## src/sv/paff_pkg.sv

```systemverilog
// ----------------------------------------------------------------------------
// paff_pkg: shared types and constants of the position/accel fusion filter
// Holds the sequencer types, register indexes and the serial unit widths.
// ----------------------------------------------------------------------------
package paff_pkg;

    localparam int DT_FRAC_BITS = 16;
    localparam int GAIN_BITS    = 16;

    // serial multiplier: signed A times unsigned B
    localparam int MUL_A_W = 34;
    localparam int MUL_B_W = 32;
    localparam int MUL_P_W = MUL_A_W + MUL_B_W;

    // serial divider: unsigned numerator over unsigned denominator
    localparam int DIV_N_W = 49;
    localparam int DIV_D_W = 34;

    typedef enum logic [1:0] {
        CFG_POS_VAR = 2'd0,
        CFG_ACC_VAR = 2'd1,
        CFG_GUARD   = 2'd2
    } cfg_index_t;

    typedef enum logic [1:0] {
        ST_IDLE,
        ST_START,
        ST_WAIT,
        ST_OUT
    } state_t;

    typedef enum logic [4:0] {
        S_DT2,
        S_VFA,
        S_VFP,
        S_VARP,
        S_AVDT,
        S_GM,
        S_MV1,
        S_MV2,
        S_MVV1,
        S_MVV2,
        S_VEDT,
        S_AEDT2,
        S_AEDT,
        S_ADT2,
        S_VVDT2,
        S_ADT4,
        S_GP,
        S_GV,
        S_GA,
        S_PEF,
        S_VEF,
        S_AEF,
        S_PV,
        S_VV,
        S_AV
    } step_t;

endpackage

```

## src/sv/paff_mul.sv

```systemverilog
// ----------------------------------------------------------------------------
// paff_mul: bit-serial multiplier
// Signed A times unsigned B, one bit of B per cycle.
// ----------------------------------------------------------------------------
module paff_mul (
    input  logic                                aclk,
    input  logic                                aresetn,
    input  logic                                start,
    input  logic signed [paff_pkg::MUL_A_W-1:0] a,
    input  logic        [paff_pkg::MUL_B_W-1:0] b,
    output logic                                busy,
    output logic signed [paff_pkg::MUL_P_W-1:0] prod
);
    import paff_pkg::*;

    localparam int CNT_W = $clog2(MUL_B_W);

    logic signed [MUL_A_W-1:0] a_reg;
    logic signed [MUL_A_W:0]   hi_reg;
    logic        [MUL_B_W-1:0] lo_reg;
    logic        [CNT_W-1:0]   cnt_reg;
    logic                      busy_reg;
    logic signed [MUL_A_W:0]   sum;

    assign sum  = hi_reg + (lo_reg[0] ? {a_reg[MUL_A_W-1], a_reg} : '0);
    assign busy = busy_reg;
    assign prod = {hi_reg[MUL_A_W-1:0], lo_reg};

    always_ff @(posedge aclk) begin
        if (!aresetn) begin
            busy_reg <= 1'b0;
            cnt_reg  <= '0;
        end else if (start) begin
            busy_reg <= 1'b1;
            cnt_reg  <= CNT_W'(MUL_B_W - 1);
        end else if (busy_reg) begin
            cnt_reg <= cnt_reg - 1'b1;
            if (cnt_reg == '0) begin
                busy_reg <= 1'b0;
            end
        end
    end

    always_ff @(posedge aclk) begin
        if (start) begin
            a_reg  <= a;
            hi_reg <= '0;
            lo_reg <= b;
        end else if (busy_reg) begin
            // add, then shift the product pair right by one
            hi_reg <= {sum[MUL_A_W], sum[MUL_A_W:1]};
            lo_reg <= {sum[0], lo_reg[MUL_B_W-1:1]};
        end
    end

endmodule

```

## config.mk

```make
export PLATFORM = sky130hd
export DESIGN_NAME = paff_mul
export DESIGN_NICKNAME = d
export VERILOG_FILES = /design/src/sv/paff_pkg.sv /design/src/sv/paff_mul.sv
export SDC_FILE = /design/constraint.sdc
export NUM_CORES = 1
export LEC_CHECK = 0
export ABC_AREA = 1
export BUFFER_PORTS_ARGS = -buffer_cell sky130_fd_sc_hd__buf_2
export CAP_MARGIN = 20
export CORE_MARGIN = 1.5
export CORE_UTILIZATION = 30
export DETAILED_ROUTE_END_ITERATION = 12
export PLACE_DENSITY = 0.6
export SLEW_MARGIN = 20
export SYNTH_ARGS = -nofsm -noshare
export SYNTH_HDL_FRONTEND = slang
export SYNTH_SLANG_ARGS = --single-unit
```

## constraint.sdc

```tcl
create_clock -name aclk -period 2.1 [get_ports aclk]
set_input_delay 0.21 -clock aclk [delete_from_list [all_inputs] [get_ports aclk]]
set_output_delay 0.21 -clock aclk [all_outputs]
set_load 0.02 [all_outputs]
```

After elaboration in Yosys (flattened, before gate mapping)
Index checks and enable logic that the tools add are counted.
Widths: inputs -> output; s select.
{ "classes": {"add_sub_neg": 2, "muxes": 8, "magnitude_cmp": 0, "n_div": 0, "bitwise": 0, "n_reduce_logical": 2, "mul": 0, "n_eq_ne": 0, "n_shift": 0} }
{ "ops": {"columns": ["operator", "n"], "rows": [
  ["$mux 32", 2],
  ["$add 35x35->35", 1],
  ["$mux 35", 1],
  ["$mux 5", 2],
  ["$logic_not 5->1", 1],
  ["$sub 5x1->5 const B", 1],
  ["$mux 1", 3],
  ["$reduce_bool 2->1", 1]
]} }
{ "word_totals": {"memories": 0, "word_cells": 17, "register_bits": 106, "output_inout_bits": 67, "mem_bits_ro": 0, "inputBits": 69, "latch_bits": 0, "mem_bits_rw": 0} }

Logic depth before layout (Yosys ltp)
{ "depth": {"depth_word": 4, "mapped_depth": 19, "depth_no_buf": 18} }

Worst setup path before layout
Ideal clock, no wire load.
{ "synth_timing": {"kind": "register to register", "start": "register lo_reg[0]", "end": "register hi_reg[6]", "arrival_time_ns": 2.239, "setup_time_ns": 0.117, "t_required_ns": 1.983, "period_less_slack_ns": 2.356, "setup_slack_ns": -0.256, "path_buffers": 2, "stages_incl_launch_ff": 12, "cell_sequence": "edfxtp_1 > clkbuf_1 > clkbuf_1 > nand2_1 > inv_1 > ha_1 > a21oi_1 > nor2_1 > nor2_1 > nand2_1 > or2_2 > a32o_1"} }
{ "synth_between": {"elab_chain_len": 2} }
{ "synth_rtl": {"columns": ["item", "line_no", "text"], "rows": [
  ["start, declared", "paff_mul.sv:20", "logic [MUL_B_W-1:0] lo_reg;"],
  ["start signal, assigned", "paff_mul.sv:52", "lo_reg <= {sum[0], lo_reg[MUL_B_W-1:1]};"],
  ["$mux 35", "paff_mul.sv:25", "assign sum = hi_reg + (lo_reg[0] ? {a_reg[MUL_A_W-1], a_reg} : '0);"],
  ["$add 35x35->35", "paff_mul.sv:25", null],
  ["end signal, assigned", "paff_mul.sv:51", "hi_reg <= {sum[MUL_A_W], sum[MUL_A_W:1]};"],
  ["end, declared", "paff_mul.sv:19", "logic signed [MUL_A_W:0] hi_reg;"]
]} }
Every way passes these cells.
A chain may end at the register's enable or synchronous reset.

Worst setup path after layout
{ "layout_timing": {"start": "register lo_reg[0]", "end": "register hi_reg[32]"} }
The elaborated chain is that of the path after synthesis.

==> summary.md <==
| Metric | Value |
|---|---|
| TritonCTS clock tree | built |
| DRC | 1 |
| RSZ-0062 raised after global routing | true |
| Critical-path top delay cell | edfxtp_1 |
| Setup violators final | 29 |
| Failing checks | design-rule violations, negative setup slack |
| Nets | 1,254 |
| WS Path Type | flop to flop |
| Hold Path Class | input pin to flop |
| Outcome | finished, violations left |
| Placer Congestion | 0.8990 |
| Achievable Freq | 435.5 MHz |
| Antenna-violating nets left | 0 |
| Max cap viols | 0 |
| Maximum VDD drop | 464.2 uV |
| Final Cycle Share | 109.3% |
| Final Slew Violations | 0 |
| Clk sinks | 106 |
| Die outline height | 151.1 microns |
| Critical Path Start Type | flop |
| Core region area | 21,690 sq um |
| Setup Skew | 0.009933 ns |
| Number of global-route vias before repair | 6,347 |
| Main synth FF type | edfxtp_1 |
| Synth Area per Inst | 7.207 sq um |
| CTS Buffer Depth | 2 |
| Via count | around 6,600 |
| Die footprint | 22,830 sq um |
| Die width | 151.1 microns |
| Worst skew pair latency | between 0.3 and 0.4 ns |
| Sequential area share after synthesis | 42.29% |
| Critical path arrival | 2.55 ns |
| Synth area leader | edfxtp_1 |
| Clock share of power | 28.0% |
| Total grt overflow | 0 |
| Top-area cell type share of the netlist area | 30.12% |
| Post-Layout Cell Count | between 1,000 and 1,500 |
| Tmin final | between 2 and 2.5 ns |
| Ports | around 140 |
| Syn Std Cell Area | 6580 sq um |
| Ys Warns | 0 |
| DRT iter0 DRCs | 330 |
| Cell area after layout | 10,100 sq um |
| Tot Pwr | about 6.6 mW |
| Switching Share | roughly a third |
| Inserted Diodes | 0 |
| Site row count | 54 |
| Syn_nets | 1,019 |
| # H-tree levels | 3 |
| Comb power frac | 33.0% |
| Largest net degree at the start of global routing | 57 |
| Area Overhead vs Synth | 53.43% |
| Worst path required time | 2.35 ns |
| NetSw | approximately 2.3 mW |
| Clock transition at path regs | approximately 0.08 ns |
| Worst Setup SP | lo_reg[0] |
| Worst-margin pin slew | 0.5385 ns |
| Min-delay src | a[10] |
| Relative slew slack | ~64% |
| TritonCTS Buffers | 9 |
| Final hold vios | 0 |
| Reg2reg start | lo_reg[0] |
| Post-synthesis async set-or-reset flop share | 0% |
| DR pass1 iterations | 9 |
| Initial Util | 30.34% |
| Total track usage | 18.59% |
| Initial antenna violation count | 0 |
| CP peak stage delay | 0.43 ns |
| Power density cells | 655.8 nW/um^2 |
| Crit-path cells | buf_6 -> bufbuf_16 -> nand2_1 -> inv_1 -> ha_4 -> nand2_4 -> nor2_4 -> nand2_2 -> nor3_4 -> nand2_2 -> nand3_2 -> nand2_1 -> nor2_1 -> nor2_1 |
| Mapped Cells | 913 |
| Sequential Power Share | 39.0% |
| Setup ws final | -0.1963 ns |
| Via/cell ratio | 4.609 |
| Final core occ | 46.55% |
| Unique masters post-synth | 37 |
| DP Area | approximately 8600 sq um |
| Flops & latches, synth | around 110 |
| Drt wl/cell | 14.86 microns |
| Internal power | roughly 4.3 mW |
| Crit path max fanout | 8 |
| Clk root buf | clkbuf_16 |
| Leakage | 5.140 nW |
| Share of cells above drive strength 1 | around 44% |
| Synth top area cells | edfxtp_1 30%, nand2_1 18%, dfxtp_1 12% |
| Port Buffers | 135 |
| DP Wirelength | around 16,000 microns |
| Number of flops mapped to enable cells by yosys | 66 |
| CP endpoint kind | flop |
| Number of instances in the placed design | 1,390 |
| Routed wire length | between 20,000 and 25,000 microns |
| First-pass GRT wire length | 32,720 microns |
## per-stage QoR
stage,setup WS [ns],hold WS (ns),TNS (ns)
6_report,-0.1963,0.01727,-3.400
4_1_cts,-0.1474,0.004484,-2.787
5_1_grt,-0.3263,0.001083,-7.570
2_1_floorplan,-0.08555,0.3089,-0.5551
3_3_place_gp,-0.3091,0.3874,-3.366
3_5_place_dp,-0.2881,0.3882,-3.533
## area by class of cell
type                       instances  area [sq um]
fill                            2036         11590
clock inverter                     7         95.09
multi-input combinational        632          4415
inverter                         155         584.3
sequential                       106          2783
timing repair buffer             244          1643
clock buffer                       9         225.2
tap                              280         350.3
## cells by family (layout without fill, tap and decap cells)
group                    Yosys count  count (layout)  synth area share [%]
adder cells (fa/ha/maj)           37              37                 7.150
XOR/XNOR                           7               7                0.9318
AO/OA/AOI/OAI                     92              92                 8.177
buffers and inverters            175             415                 10.00
AND/OR/NAND/NOR                  496             496                 31.45
flip-flops                       106             106                 42.29
## what timing repair did
| action | CTS | global route |
|---|---|---|
| gates cloned | 2 | 0 |
| pin swaps | 45 | 47 |
| gates resized for setup | 139 | 118 |
| endpoints found under the setup margin | 29 | 32 |
| setup buffers | 15 | 10 |
| hold buffers | 0 | 0 |
## path summary, 6_finish.rpt
| kind | slack [ns] | depth (start not counted) | endpoint |
|---|---|---|---|
| worst min-delay path | 0.02 | 1 | a_reg[10] |
| worst min register to register | 0.48 | 2 | cnt_reg[4] |
| worst max register to register | -0.20 | 14 | hi_reg[32] |
| worst max-delay path | -0.20 | 14 | hi_reg[32] |
## critical path: cells and delay by family (launching register included)
family	cells	cell delay, ns
AND/OR/NAND/NOR	10	0.95
buffers and inverters	3	0.49
flip-flops	1	0.43
adder cells (fa/ha/maj)	1	0.30
## routing by layer
layer  GRT usage, %  vias to the layer above  routed length [microns]
met2          30.53                      188                     9962
met3          3.675                       32                     1252
li1               -                     3345                        -
met1          24.91                     3039                     9744
met4          4.951                        0                      333
met5              0                        -                        0
## cells in the final DEF, fill, tap and decap left out, types with 4 or more instances in the layout
cell,instances
buf_2,134
nand2_2,47
a32o_1,6
o21ai_0,17
or2_2,6
buf_4,88
nor2_2,12
nand2_1,251
o21ai_2,4
a21oi_4,9
buf_12,4
nor3_2,5
a21oi_1,8
inv_1,124
nand4_1,4
edfxtp_1,66
nor3_4,5
nand2_4,33
ha_1,5
buf_6,15
nand3_1,33
o21bai_1,4
clkbuf_16,9
nor2_4,19
inv_2,30
dfxtp_1,40
nor2_1,59
a21oi_2,21
nand3_2,14
ha_4,29
nand3_4,5
o21ai_1,9
## power groups by stage
stage / clock, mW / combinational (mW) / sequential (mW)
floorplan: 0 / 0.931 / 2.75
global placement: 0 / 1.75 / 2.62
detailed placement: 0 / 1.76 / 2.62
CTS: 1.89 / 2.02 / 2.58
global route: 1.96 / 2.38 / 2.61
finish: 1.85 / 2.19 / 2.58
## Yosys cell counts (2+ instances only)
master    count
o21bai_1      6
nand4_1       4
inv_1       155
nand3_2       5
a21oi_2       2
edfxtp_1     66
nor3_2        3
nand3_1      47
nor2_2        3
o211ai_1      2
nor2_1       87
nor3_1        7
dfxtp_1      40
a32o_1        6
ha_1         36
xor2_1        3
a21oi_1      36
nand2_2      16
nand2_1     315
or2_2         7
clkbuf_1     18
a31oi_1       2
xnor2_1       4
o21ai_0      30
No activity file was read; power rests on OpenSTA's default activity.
