**config.mk**
```make
export PLATFORM = sky130hd
export DESIGN_NAME = paff_div
export DESIGN_NICKNAME = d
export VERILOG_FILES = /design/src/sv/paff_pkg.sv /design/src/sv/paff_div.sv
export SDC_FILE = /design/constraint.sdc
export NUM_CORES = 1
export LEC_CHECK = 0
export BUFFER_PORTS_ARGS = -buffer_cell sky130_fd_sc_hd__buf_2
export CAP_MARGIN = 25
export CORE_MARGIN = 2
export CORE_UTILIZATION = 40
export DETAILED_ROUTE_END_ITERATION = 8
export HOLD_SLACK_MARGIN = 0.08
export PLACE_DENSITY = 0.64
export SLEW_MARGIN = 40
export SYNTH_ARGS = -nofsm -noshare
export SYNTH_HDL_FRONTEND = slang
export SYNTH_SLANG_ARGS = --single-unit
```
**constraint.sdc**
```tcl
create_clock -name aclk -period 3.62 [get_ports aclk]
set_input_delay 0.724 -clock aclk [delete_from_list [all_inputs] [get_ports aclk]]
set_output_delay 0.724 -clock aclk [all_outputs]
set_load 0.01 [all_outputs]
```
**src/sv/paff_pkg.sv**
```systemverilog
// ----------------------------------------------------------------------------
// paff_pkg: shared types and constants of the position/accel fusion filter
// Holds the sequencer types, register indexes and the serial unit widths.
// ----------------------------------------------------------------------------
package paff_pkg;

    localparam int DT_FRAC_BITS = 16;
    localparam int GAIN_BITS    = 16;

    // serial multiplier: signed A times unsigned B
    localparam int MUL_A_W = 34;
    localparam int MUL_B_W = 32;
    localparam int MUL_P_W = MUL_A_W + MUL_B_W;

    // serial divider: unsigned numerator over unsigned denominator
    localparam int DIV_N_W = 49;
    localparam int DIV_D_W = 34;

    typedef enum logic [1:0] {
        CFG_POS_VAR = 2'd0,
        CFG_ACC_VAR = 2'd1,
        CFG_GUARD   = 2'd2
    } cfg_index_t;

    typedef enum logic [1:0] {
        ST_IDLE,
        ST_START,
        ST_WAIT,
        ST_OUT
    } state_t;

    typedef enum logic [4:0] {
        S_DT2,
        S_VFA,
        S_VFP,
        S_VARP,
        S_AVDT,
        S_GM,
        S_MV1,
        S_MV2,
        S_MVV1,
        S_MVV2,
        S_VEDT,
        S_AEDT2,
        S_AEDT,
        S_ADT2,
        S_VVDT2,
        S_ADT4,
        S_GP,
        S_GV,
        S_GA,
        S_PEF,
        S_VEF,
        S_AEF,
        S_PV,
        S_VV,
        S_AV
    } step_t;

endpackage

```
**src/sv/paff_div.sv**
```systemverilog
// ----------------------------------------------------------------------------
// paff_div: bit-serial restoring divider
// Unsigned quotient, one bit per cycle.
// ----------------------------------------------------------------------------
module paff_div (
    input  logic                         aclk,
    input  logic                         aresetn,
    input  logic                         start,
    input  logic [paff_pkg::DIV_N_W-1:0] num,
    input  logic [paff_pkg::DIV_D_W-1:0] den,
    output logic                         busy,
    output logic [paff_pkg::DIV_N_W-1:0] quot
);
    import paff_pkg::*;

    localparam int CNT_W = $clog2(DIV_N_W);

    logic [DIV_D_W-1:0] den_reg;
    logic [DIV_D_W-1:0] rem_reg;
    logic [DIV_N_W-1:0] quo_reg;
    logic [CNT_W-1:0]   cnt_reg;
    logic               busy_reg;
    logic [DIV_D_W:0]   trial;
    logic [DIV_D_W:0]   diff;
    logic               ge;

    assign trial = {rem_reg, quo_reg[DIV_N_W-1]};
    assign ge    = trial >= {1'b0, den_reg};
    assign diff  = trial - {1'b0, den_reg};
    assign busy  = busy_reg;
    assign quot  = quo_reg;

    always_ff @(posedge aclk) begin
        if (!aresetn) begin
            busy_reg <= 1'b0;
            cnt_reg  <= '0;
        end else if (start) begin
            busy_reg <= 1'b1;
            cnt_reg  <= CNT_W'(DIV_N_W - 1);
        end else if (busy_reg) begin
            cnt_reg <= cnt_reg - 1'b1;
            if (cnt_reg == '0) begin
                busy_reg <= 1'b0;
            end
        end
    end

    always_ff @(posedge aclk) begin
        if (start) begin
            den_reg <= den;
            rem_reg <= '0;
            quo_reg <= num;
        end else if (busy_reg) begin
            // shift in the next numerator bit, keep the remainder below den
            rem_reg <= ge ? diff[DIV_D_W-1:0] : trial[DIV_D_W-1:0];
            quo_reg <= {quo_reg[DIV_N_W-2:0], ge};
        end
    end

endmodule

```
# After elaboration in Yosys (flattened, before gate mapping)

Cells that the tools add are included.

Add/sub/neg operators: 2
Muxes and demuxes: 8
Bitwise logic cells: 1
Reduce and logical (&&, ||, !) cells: 3
Order comparisons: 1

Operator list:

| cell                                             | number |
|---|---|
| 2-to-1 mux 49 bit                                | 2 |
| >= comparator 35 x 34 -> 1 bit                   | 1 |
| 2-to-1 mux 34 bit                                | 1 |
| subtractor 34 bit                                | 1 |
| 2-to-1 mux 6 bit                                 | 2 |
| zero test 6 bit                                  | 1 |
| subtractor 6 x 1 -> 6 bit, second input constant | 1 |
| 2-to-1 mux 1 bit                                 | 3 |
| nonzero test 2 bit                               | 1 |
| OR reduction 2 bit                               | 1 |
| NOT 1 bit                                        | 1 |

Bits of input ports: 86
Bits in registers: 124
Word-level logic and storage cells: 21

# Logic depth before layout (Yosys ltp)

Gate-level depths: netlist (run 1).

Depth after elaboration: 4
Mapped depth: 14
Depth with buffers taken out: 13

# Worst setup path before layout (run 1)

Ideal clock, no wire load.

Path kind: reg-to-reg
Start: register quo_reg[48] (netlist: quot[48])
End: register rem_reg[30]
Clock period less this slack: 2792 ps
Cell stages (with the launch flop): 14
Path slack: 828 ps
Buffers on the path: 0
Arrival: 2669 ps
Cell sequence: edfxtp_1 > inv_1 > ha_1 > inv_1 > fa_1 > a21oi_1 > o21ai_0 > a21oi_1 > o2111ai_1 > a311oi_2 > o21ai_1 > a211oi_2 > xor2_1 > o21ai_0

Cells in the longest elaborated chain, start to end: 2
Elaborated cells between the ends (all ways): 3
Classes of those cells: add/sub (1); order compare (1); mux (1)

RTL lines:

| what                                                                       | RTL line                       | RTL |
|---|---|---|
| from (decl)                                                                | paff_div.sv:20                 | `logic [DIV_N_W-1:0] quo_reg;` |
| from (signal assigned)                                                     | paff_div.sv:52                 | `quo_reg <= num;` |
| from (signal assigned)                                                     | paff_div.sv:56                 | `quo_reg <= {quo_reg[DIV_N_W-2:0], ge};` |
| subtractor 34 bit / >= comparator 35 x 34 -> 1 bit (equally long branches) | paff_div.sv:29, paff_div.sv:28 |  |
| 2-to-1 mux 34 bit (*)                                                      | paff_div.sv:55                 | `rem_reg <= ge ? diff[DIV_D_W-1:0] : trial[DIV_D_W-1:0];` |
| to (signal assigned)                                                       | paff_div.sv:55                 |  |
| to (decl)                                                                  | paff_div.sv:19                 | `logic [DIV_D_W-1:0] rem_reg;` |

Every way passes the cells marked *; elsewhere a longest branch is shown, timed or not.
A chain may end at the register's enable or synchronous reset.

# Worst setup path in the final report (run 1)

Start: register quo_reg[48] (netlist: quot[48])
End: register rem_reg[26]

The elaborated chain is that of the path after synthesis.

==> run summary, run 1 <==
GPL Wtd Cong -> 0.892
CTS root buf -> clkbuf_16
Slew HR -> 0.563
HP Start -> den[29]
#FFs+latches synth -> 124
Die area -> 18,200 µm²
Mapped Area -> 6850 µm²
Initial Utilization -> 0.412
Worst slack, placed -> 0.464 ns
Core area -> 16,600 µm²
Detail Route Antenna Nets -> 0
Final #Nets -> 897
Routed WL -> 15.8 mm
Largest register FFs -> 49
DR pass1 iterations -> 4
H-tree depth -> 4
Register area share after synthesis -> 0.483
Reg2reg end -> rem_reg[26]$_SDFFE_PP0P_
First-pass GRT wire length -> 26.3 mm
Outcome -> complete, no violations
Core Rows -> 47
Leakage -> 3.52 nW
CTS tree -> built
Synth Flop Type -> edfxtp_1
CTS Buf Count -> 17
Via density per instance -> 5.25
CTS sink count -> 124
Die Y -> 135 µm
Final setup vio count -> 0
Least-Margin Pin Slew -> 0.656 ns
PortBufs -> 135
CP Max Fanout -> 5
Worst hold path depth -> 1
Number of global-route vias before repair -> 5,343
Worst clock skew -> 0.00713 ns
Syn. warnings -> 0
DRC -> 0
Slew Limit Fails -> 0
Clk slew on worst S/H paths -> 0.06 ns
Syn Inst Count -> 645
Reg2Reg Launch Point -> quot[48]$_DFFE_PP_
Worst skew pair latency -> 0.42 ns
Max cap viols -> 0
Via count -> 5,294
CP required -> 3.92 ns
Period utilisation layout -> 0.887
ANT cells -> 0
Post_cts resized -> 0
Crit. End Element -> flop
FFs w/ async S/R, synth -> 0
Overall power -> 4.46 mW
Worst hold endpoint -> den_reg[29]$_DFFE_PP_
Mean post-synth cell area -> 10.6 µm²
P per Cell Area -> 536 nW/µm²
Fill cells -> 1,538
Unrepaired setup endpoints after global routing -> false
Initial antenna violation count -> 0
Largest cells by area after synthesis -> edfxtp_1 (36%), dfxtp_1 (12%), mux2_2 (8.2%)
Overflow after GRT -> 0
WL per Instance -> 15.7 µm
Layout cells sized above 1 -> 0.302
Largest net degree at the start of global routing -> 69
Distinct cell type count of the synthesized netlist -> 61
Initial drt markers -> 363
Critical path class -> flop to flop
Final hold vios -> 0
Total track usage -> 0.182
Setup TNS -> 0 ns
Die width -> 135 µm
Post-Syn Nets -> 767
IO Count -> 136
Area delta synth->final -> 21.5%
Number of synthesized flops with an enable pin -> 83
Max IR drop VDD -> 0.347 mV
Achievable Freq -> 311 MHz
Share of the synthesized area in the top cell type -> 0.364
Postcts setup bufs -> 0
Clock buffer depth -> 2
Hold Crit Class -> primary input to flop
Setup slack, reg-to-reg -> 0.41 ns
CTS hold repair buffers -> 0
Detailed Place HPWL -> 11.2 mm
Final worst slack -> 0.407 ns
Critical Path AT -> 3.51 ns
Post-layout minimum cycle time -> 3.21 ns
Nature of the critical path startpoint -> flop
FF-to-FF path depth -> 13
Post-synth top area cell -> edfxtp_1
-- synth_stat cells (2+ instances only) --
master	instances
xnor2_1	19
a211oi_1	26
ha_1	35
edfxtp_1	83
mux2_2	50
nor2b_1	8
o21bai_1	4
o21ai_1	2
a311oi_2	2
nor4_1	4
nand3_1	5
a21oi_1	49
inv_1	43
nand2b_1	4
nor3_1	14
clkbuf_1	19
mux2i_1	14
nor3b_1	2
a21o_1	15
dfxtp_1	41
nor2_1	64
a311oi_1	5
nor2_2	2
o21a_1	6
nand4_1	9
a31oi_1	2
and2_1	3
o211ai_1	3
and3_1	6
buf_6	3
buf_2	7
nand2_1	33
buf_4	2
o21ai_0	21
xor2_1	13
and4_1	2
-- logic make-up (layout without fill, tap and decap cells) --
family,Yosys count,count (layout),share of synthesized area
AO/OA/AOI/OAI,151,151,0.146
flip-flops,124,124,0.483
AND/OR/NAND/NOR,163,163,0.113
adder cells (fa/ha/maj),36,36,0.0668
XOR/XNOR,32,32,0.0409
buffers and inverters,75,218,0.0469
multiplexers,64,64,0.103
-- how the worst max path moves through the flow --
stage,endpoint,start,depth (start not counted)
floorplan,rem_reg[30]$_SDFFE_PP0P_,quot[48]$_DFFE_PP_,13
global placement,rem_reg[26]$_SDFFE_PP0P_,quot[48]$_DFFE_PP_,13
detailed placement,rem_reg[28]$_SDFFE_PP0P_,quot[48]$_DFFE_PP_,13
CTS,rem_reg[30]$_SDFFE_PP0P_,quot[48]$_DFFE_PP_,13
global route,rem_reg[26]$_SDFFE_PP0P_,quot[48]$_DFFE_PP_,13
finish,rem_reg[26]$_SDFFE_PP0P_,quot[48]$_DFFE_PP_,13
-- critical path, cell delays in order (launching register included) --
cell	delay (ns)
edfxtp_1	0.42
inv_1	0.08
ha_1	0.15
inv_1	0.07
fa_1	0.43
a21oi_1	0.22
o21ai_0	0.10
a21oi_1	0.41
o2111ai_1	0.20
a311oi_2	0.34
o21ai_1	0.20
a21boi_0	0.23
xor2_1	0.16
o21ai_0	0.08
-- layer usage --
layer  vias to the layer above  part of all wire  global-route usage  wire, µm
met5                         -                 0                   0         0
met4                         0             0.015              0.0667       232
met3                        20             0.062              0.0529       984
met2                       145              0.47               0.296      7470
met1                      2501              0.45               0.230      7150
li1                       2628                 -                   -         -
-- where the power goes --
part	internal [mW]	total, mW	switching [mW]
Sequential	1.67	1.75	0.0785
Combinational	0.423	0.973	0.550
Clock	1.04	1.74	0.705
Total	3.13	4.46	1.33
-- per-stage QoR --
| step | utilization | hold WS (ns) | instance area, µm² | cells |
|---|---|---|---|---|
| global route | 0.501 | 0.458 | 8330 | 1008 |
| floorplan | - | 0.468 | 6850 | 645 |
| detailed placement | 0.464 | 0.494 | 7730 | 976 |
| global placement | 0.464 | 0.480 | 7730 | 976 |
| finish | 0.501 | 0.474 | 8330 | 1008 |
| CTS | 0.501 | 0.455 | 8330 | 1008 |
-- cell usage in the layout (no fill, tap or decap), types with 15 or more instances in the layout --
cell,n
dfxtp_1,40
mux2_2,50
a21o_1,15
nor2_1,64
o21ai_0,21
ha_1,35
a21oi_1,49
inv_1,43
clkbuf_16,17
xnor2_1,19
buf_2,134
a211oi_1,26
edfxtp_1,83
nand2_1,33
-- final cells by class --
cell class | instances | area, µm² | area share
sequential | 124 | 3310 | 0.398
multi-input combinational | 446 | 3230 | 0.388
timing repair buffer | 143 | 751 | 0.0901
clock buffer | 17 | 425 | 0.0511
tap | 220 | 275 | 0.0330
clock inverter | 15 | 175 | 0.0210
inverter | 43 | 161 | 0.0194
Power figures use the tool's default switching activity.
==> run 2, diff against run 1 <==
--- a/config.mk
+++ b/config.mk
@@ -9,6 +9,7 @@
 export CAP_MARGIN = 25
 export CORE_MARGIN = 2
 export CORE_UTILIZATION = 40
+export CTS_CLUSTER_SIZE = 20
 export DETAILED_ROUTE_END_ITERATION = 8
 export HOLD_SLACK_MARGIN = 0.08
 export PLACE_DENSITY = 0.64
==> constraint.sdc (replaced) <==
create_clock -name aclk -period 4 [get_ports aclk]
set_input_delay 0.8 -clock aclk [delete_from_list [all_inputs] [get_ports aclk]]
set_output_delay 0.8 -clock aclk [all_outputs]
set_load 0.01 [all_outputs]
==> run 2 against run 1 <==
  * Design area shrank 0.38%
  * Combinational power shrank 10%
  * Die area unchanged
  * Maximum frequency about the same
  * Total power decreased by 11%
  * Routed wire length down 0.90%
  * Critical path type unchanged
  * Largest cell class unchanged
==> run summary, run 2 (synthesized netlist as in run 1, its figures left out) <==
Initial antenna violation count -> 0 (unchanged)
Total track usage -> 0.177 (-0.00486)
Initial drt markers -> 309 (-15%)
Max cap viols -> 0 (unchanged)
Switching pwr -> 1.21 mW (-9.4%)
Sw frac -> 0.304 (+0.00511)
IO Count -> 136 (unchanged)
FF-to-FF path depth -> 13 (unchanged)
DR pass1 iterations -> 4 (unchanged)
Die width -> 135 µm (unchanged)
CTS Buf Count -> 17 (unchanged)
CP required -> 4.31 ns (+0.39 ns)
Initial Utilization -> 0.412 (unchanged)
Nature of the critical path startpoint -> flop
Largest net degree at the start of global routing -> 125 (+81%)
Worst hold endpoint -> rem_reg[18]$_SDFFE_PP0P_
Critical Path AT -> 3.52 ns (about the same)
Worst skew pair latency -> 0.43 ns (about the same)
Layout cells sized above 1 -> 0.300 (-0.00216)
DRC -> 0 (unchanged)
Overflow after GRT -> 0 (unchanged)
Core area -> 16,600 µm² (unchanged)
First-pass GRT wire length -> 25.7 mm (-2.4%)
Final setup vio count -> 0 (unchanged)
Total area of sequential cells -> 3310 µm² (unchanged)
GPL Wtd Cong -> 0.908 (+1.9%)
Via count -> 5,295 (+0.019%)
Final core utilization -> 0.499 (-0.00188)
CTS tree -> built
Number of global-route vias before repair -> 5,364 (+0.39%)
Most common cell after layout, fill and taps aside -> buf_2
HP Start -> rem_reg[18]$_SDFFE_PP0P_
Crit. End Element -> flop
Slew HR -> 0.557 (-0.00588)
Postcts setup bufs -> 0 (unchanged)
Least-Margin Pin Slew -> 0.665 ns (+0.00882 ns)
Flop pwr share -> 0.398 (+0.007)
Clk slew on worst S/H paths -> 0.06 ns (about the same)
Outcome -> complete, no violations
Die area -> 18,200 µm² (unchanged)
Final hold vios -> 0 (unchanged)
CTS hold repair buffers -> 0 (unchanged)
Critical path startpoint -> quot[48]$_DFFE_PP_
Detailed Place HPWL -> 11.0 mm (-2.0%)
Area delta synth->final -> 21.1%
H-tree depth -> 4 (unchanged)
Slew Limit Fails -> 0 (unchanged)
ANT cells -> 0 (unchanged)
Period utilisation layout -> 0.803 (-0.0849)
Leakage -> 3.50 nW (-0.60%)
Reg2Reg Launch Point -> quot[48]$_DFFE_PP_
CTS root buf -> clkbuf_16
Setup TNS -> 0 ns (unchanged)
Most frequent cells in the layout -> buf_2 (134), edfxtp_1 (83), nor2_1 (64)
Clock buffer depth -> 2 (unchanged)
Area of the multi-input gates -> 3230 µm² (unchanged)
Clock share of power -> 0.382 (-0.009)
WL per Instance -> 15.6 µm (-0.80%)
Critical path class -> flop to flop
Routed WL -> 15.7 mm (-0.90%)
P per Cell Area -> 479 nW/µm² (-11%)
Comb power frac -> 0.220 (+0.002)
Via density per instance -> 5.26 (+0.12%)
Setup slack, reg-to-reg -> 0.79 ns (+0.38 ns)
Unrepaired setup endpoints after global routing -> false
Achievable Freq -> 311 MHz (about the same)
Detail Route Antenna Nets -> 0 (unchanged)
Core Rows -> 47 (unchanged)
Worst clock skew -> 0.00968 ns (+0.00255 ns)
Final #Nets -> 896 (-0.11%)
CP Max Fanout -> 5 (unchanged)
Largest register FFs -> 49 (unchanged)
Post_cts resized -> 0 (unchanged)
Reg2reg end -> rem_reg[26]$_SDFFE_PP0P_
Max IR drop VDD -> 0.336 mV (-3.1%)
Fill cells -> 1,535 (-0.20%)
Overall power -> 3.98 mW (-11%)
CTS sink count -> 124 (unchanged)
Hold Crit Class -> flop to flop
Worst hold path depth -> 2 (+1)
Die Y -> 135 µm (unchanged)
Internal -> 2.77 mW (-12%)
PortBufs -> 135 (unchanged)
Post-layout minimum cycle time -> 3.21 ns (-0.00224 ns)
[run 2: cell count changes in the layout (fill, tap and decap cells not counted)]
cell | before | now
clkinv_2 | 1 | 0
clkinv_1 | 0 | 1
buf_4 | 8 | 7
clkinvlp_4 | 2 | 3
bufinv_16 | 2 | 1
[run 2: power by group through the flow]
stage / clock (mW) / sequential [mW] / combinational, mW
after floorplan: 0 / 1.62 / 0.618
after CTS: 1.55 / 1.58 / 0.878
after detailed placement: 0 / 1.60 / 0.875
after global routing: 1.60 / 1.60 / 0.974
after global placement: 0 / 1.60 / 0.862
final: 1.52 / 1.58 / 0.876
[run 2: how the worst max path moves through the flow]
stage / to / slack, ns / cells past startpoint
6_report: rem_reg[26]$_SDFFE_PP0P_ / 0.79 / 13
5_1_grt: rem_reg[28]$_SDFFE_PP0P_ / 0.62 / 13
4_1_cts: rem_reg[26]$_SDFFE_PP0P_ / 0.83 / 13
3_5_place_dp: rem_reg[26]$_SDFFE_PP0P_ / 0.85 / 13
3_3_place_gp: rem_reg[28]$_SDFFE_PP0P_ / 0.96 / 13
2_1_floorplan: rem_reg[30]$_SDFFE_PP0P_ / 1.21 / 13
[run 2: metrics by stage]
stage          std cells  instance area (µm²)  hold WS, ns  worst slack, ns
2_1_floorplan        645                 6850        0.468             1.21
3_3_place_gp         975                 7720        0.480            0.965
3_5_place_dp         975                 7720        0.488            0.854
4_1_cts             1007                 8300        0.497            0.827
5_1_grt             1007                 8300        0.521            0.620
6_report            1007                 8300        0.493            0.790
[run 2: cell type report]
type	instances	share of cell area
Sequential cell	124	0.399
Multi-Input combinational cell	446	0.389
Timing Repair Buffer	142	0.0896
Clock buffer	17	0.0513
Tap cell	220	0.0332
Inverter	43	0.0194
Clock inverter	15	0.0182
[run 2: per-layer routing]
metal / wire [µm] / global-route usage
met4: 214 / 0.0614
met1: 7010 / 0.221
met5: 0 / 0
met2: 7470 / 0.288
met3: 1010 / 0.0582
[run 2: critical path, stage by stage (launching register included)]
cell and delay [ns]:
edfxtp_1 0.41, inv_1 0.08, ha_1 0.16, inv_1 0.05, fa_1 0.40, a21oi_1 0.21
o21ai_0 0.10, a21oi_1 0.44, o2111ai_1 0.19, a311oi_2 0.33, o21ai_1 0.20, a21boi_0 0.28
xor2_1 0.16, o21ai_0 0.08
==> run 3, diff against run 2 <==
--- a/config.mk
+++ b/config.mk
@@ -5,6 +5,7 @@
 export SDC_FILE = /design/constraint.sdc
 export NUM_CORES = 1
 export LEC_CHECK = 0
+export ABC_AREA = 1
 export BUFFER_PORTS_ARGS = -buffer_cell sky130_fd_sc_hd__buf_2
 export CAP_MARGIN = 25
 export CORE_MARGIN = 2
@@ -12,7 +13,7 @@
 export CTS_CLUSTER_SIZE = 20
 export DETAILED_ROUTE_END_ITERATION = 8
 export HOLD_SLACK_MARGIN = 0.08
-export PLACE_DENSITY = 0.64
+export PLACE_DENSITY = 0.63
 export SLEW_MARGIN = 40
 export SYNTH_ARGS = -nofsm -noshare
 export SYNTH_HDL_FRONTEND = slang
==> constraint.sdc (replaced) <==
create_clock -name aclk -period 3 [get_ports aclk]
set_input_delay 0.6 -clock aclk [delete_from_list [all_inputs] [get_ports aclk]]
set_output_delay 0.6 -clock aclk [all_outputs]
set_load 0.01 [all_outputs]
==> run 3 against run 2 <==
  * Combinational power fell by 35%
  * Routed wire length rose by 35%
  * Clock power rose by 33%
  * Synthesized cell count rose by 63%
  * Highest routed layer unchanged
==> run summary, run 3 <==
Post-layout minimum cycle time -> 2.59 ns (-0.625 ns)
CP Max Fanout -> 33 (+28)
Final instance area -> 9100 µm² (+9.7%)
Final worst slack -> 0.415 ns (-0.375 ns)
Crit. End Element -> flop
DR pass1 iterations -> 5 (+1)
Top sig layer -> met4
Final setup vio count -> 0 (unchanged)
Final hold vios -> 0 (unchanged)
Share of the synthesized area in the top cell type -> 0.328 (-0.0360)
Fill cells -> 1,873 (+22%)
Largest cells by area after synthesis -> edfxtp_1 (33%), nand2_1 (20%), dfxtp_1 (11%)
Most frequent cells in the layout -> nand2_1 (415), inv_1 (163), buf_2 (134)
DRC -> 0 (unchanged)
Clock share of power -> 0.436 (+0.054)
Hold_ws -> 0.346 ns (-0.147 ns)
Die area -> 20,100 µm² (+11%)
Detail Route Antenna Nets -> 0 (unchanged)
CTS hold repair buffers -> 0 (unchanged)
Clk slew on worst S/H paths -> 0.07 ns (about the same)
GPL Wtd Cong -> 0.969 (+6.7%)
Switching pwr -> 1.28 mW (+6.0%)
Final core utilization -> 0.487 (-0.0119)
Synth Flop Type -> edfxtp_1
Routed WL -> 21.2 mm (+35%)
#FFs+latches synth -> 124 (unchanged)
Number of synthesized flops with an enable pin -> 83 (unchanged)
CTS sink count -> 124 (unchanged)
Overall power -> 4.62 mW (+16%)
Postcts setup bufs -> 0 (unchanged)
Post-synth top area cell -> edfxtp_1
CTS Buf Count -> 17 (unchanged)
Post-Syn Nets -> 1,174 (+53%)
Initial drt markers -> 469 (+52%)
Final Non-Filler Cells -> 1,436 (+43%)
Slew Limit Fails -> 0 (unchanged)
Most frequent cells after synthesis -> nand2_1 (415), inv_1 (164), nand3_1 (99)
DR WL met2 -> 9.55 mm (+28%)
Outcome -> complete, no violations
Number of global-route vias before repair -> 6,780 (+26%)
Hold Crit Class -> primary input to flop
Initial Utilization -> 0.407 (-0.00516)
Register area share after synthesis -> 0.436 (-0.0479)
Largest net degree at the start of global routing -> 57 (-54%)
Nature of the critical path startpoint -> flop
Die width -> 142 µm (+5.2%)
Via count -> 6,951 (+31%)
Core area -> 18,700 µm² (+12%)
H-tree depth -> 4 (unchanged)
Worst hold path depth -> 1 (-1)
Max IR drop VDD -> 0.364 mV (+8.4%)
Detailed Place HPWL -> 16.1 mm (+47%)
Worst skew pair latency -> 0.42 ns (about the same)
Final #Nets -> 1,311 (+46%)
Inst Count DP -> 1,404 (+44%)
Setup TNS -> 0 ns (unchanged)
Critical path class -> flop to flop
P per Cell Area -> 507 nW/µm² (+5.9%)
Critical Path AT -> 2.89 ns (-0.63 ns)
PortBufs -> 135 (unchanged)
FF-to-FF path depth -> 13 (unchanged)
DP Area -> 8540 µm² (+11%)
Most frequent cell after synthesis -> nand2_1
First-pass GRT wire length -> 34.3 mm (+34%)
Achievable Freq -> 387 MHz (+24%)
Slew HR -> 0.555 (-0.00141)
Leakage -> 4.81 nW (+37%)
Flop pwr share -> 0.440 (+0.042)
Worst clock skew -> 0.0120 ns (+0.00235 ns)
FFs w/ async S/R, synth -> 0 (unchanged)
Largest register FFs -> 49 (unchanged)
Area delta synth->final -> 19.7%
Mapped Area -> 7610 µm² (+11%)
Total track usage -> 0.219 (+0.0425)
Post_cts resized -> 0 (unchanged)
Core Rows -> 50 (+6.4%)
Layout cells sized above 1 -> 0.161 (-0.138)
Most common cell after layout, fill and taps aside -> nand2_1
IO Count -> 136 (unchanged)
Overflow after GRT -> 0 (unchanged)
Clock buffer depth -> 2 (unchanged)
Internal -> 3.34 mW (+21%)
Comb power frac -> 0.124 (-0.096)
WL per Instance -> 14.8 µm (-5.1%)
Mean post-synth cell area -> 7.23 µm² (-32%)
CTS tree -> built
Met1 WL -> 9.63 mm (+37%)
Die Y -> 142 µm (+5.2%)
Unrepaired setup endpoints after global routing -> false
CTS root buf -> clkbuf_16
Max cap viols -> 0 (unchanged)
ANT cells -> 0 (unchanged)
Distinct cell type count of the synthesized netlist -> 35 (-43%)
CP required -> 3.31 ns (-1.00 ns)
Sw frac -> 0.277 (-0.0267)
Via density per instance -> 4.84 (-7.9%)
Syn. warnings -> 0 (unchanged)
Worst slack, placed -> 0.447 ns (-0.407 ns)
Least-Margin Pin Slew -> 0.666 ns (+0.00115 ns)
Metal3 WL -> 1.65 mm (+64%)
Syn Inst Count -> 1,052 (+63%)
Initial antenna violation count -> 0 (unchanged)
Period utilisation layout -> 0.862 (+0.0591)
-- run 3: cell count changes after synthesis, moves of 9 or more --
cell,before,now
nand2_1,33,415
mux2_2,50,0
a21o_1,15,1
xor2_1,13,2
nor3_1,14,5
inv_2,0,9
o21ai_0,21,11
a21oi_1,49,28
a211oi_1,26,1
inv_1,43,164
nand3b_1,0,16
nand3_1,5,99
o21ai_1,2,15
mux2i_1,14,0
-- run 3: worst paths after layout --
kind,from,to,slack [ns]
setup / recovery,den_reg[19]$_DFFE_PP_,rem_reg[27]$_SDFFE_PP0P_,0.41
hold / removal,den[21],den_reg[21]$_DFFE_PP_,0.35
setup reg to reg,den_reg[19]$_DFFE_PP_,rem_reg[27]$_SDFFE_PP0P_,0.41
hold reg to reg,cnt_reg[0]$_SDFFE_PP0P_,cnt_reg[0]$_SDFFE_PP0P_,0.47
-- run 3: cell type report --
type,instances,area [µm²],area share
multi-input cells,730,3530,0.388
flip-flops and latches,124,3310,0.364
repair buffers,143,751,0.0825
well taps,234,293,0.0322
inverters,173,649,0.0713
clock inverters,14,139,0.0153
clock buffers,18,429,0.0471
-- run 3: cells by family (layout without fill, tap and decap cells) --
logic type | count (synthesis) | in the layout | share of synthesized area
fa+ha+maj | 36 | 36 | 0.0602
flops | 124 | 124 | 0.436
compound gates | 67 | 67 | 0.0482
buf+inv | 198 | 348 | 0.102
simple gates | 608 | 608 | 0.333
xor+xnor | 19 | 19 | 0.0219
-- run 3: per-layer routing --
| metal | track usage | vias up |
|---|---|---|
| met5 | 0 | - |
| met4 | 0.0700 | 0 |
| met3 | 0.0601 | 24 |
| met2 | 0.356 | 222 |
| met1 | 0.286 | 3112 |
| li1 | - | 3593 |
-- run 3: power groups by stage --
stage	Clock [mW]	Sequential [mW]	Combinational, mW
final	2.02	2.03	0.570
after global routing	2.11	2.05	0.645
after CTS	2.04	2.03	0.577
after detailed placement	0	2.06	0.576
after global placement	0	2.07	0.572
after floorplan	0	2.09	0.296
-- run 3: worst max-delay path, stage by stage (launching register included) --
cell and delay [ns]:
edfxtp_1 0.34, inv_1 0.05, ha_1 0.35, nand2_1 0.11
nor2_1 0.24, inv_2 0.07, nor3_2 0.14, nand2_1 0.10
nand2_2 0.11, nand2_4 0.15, nand2_4 0.37, nand3_1 0.22
nand3_1 0.12, nand2_1 0.05
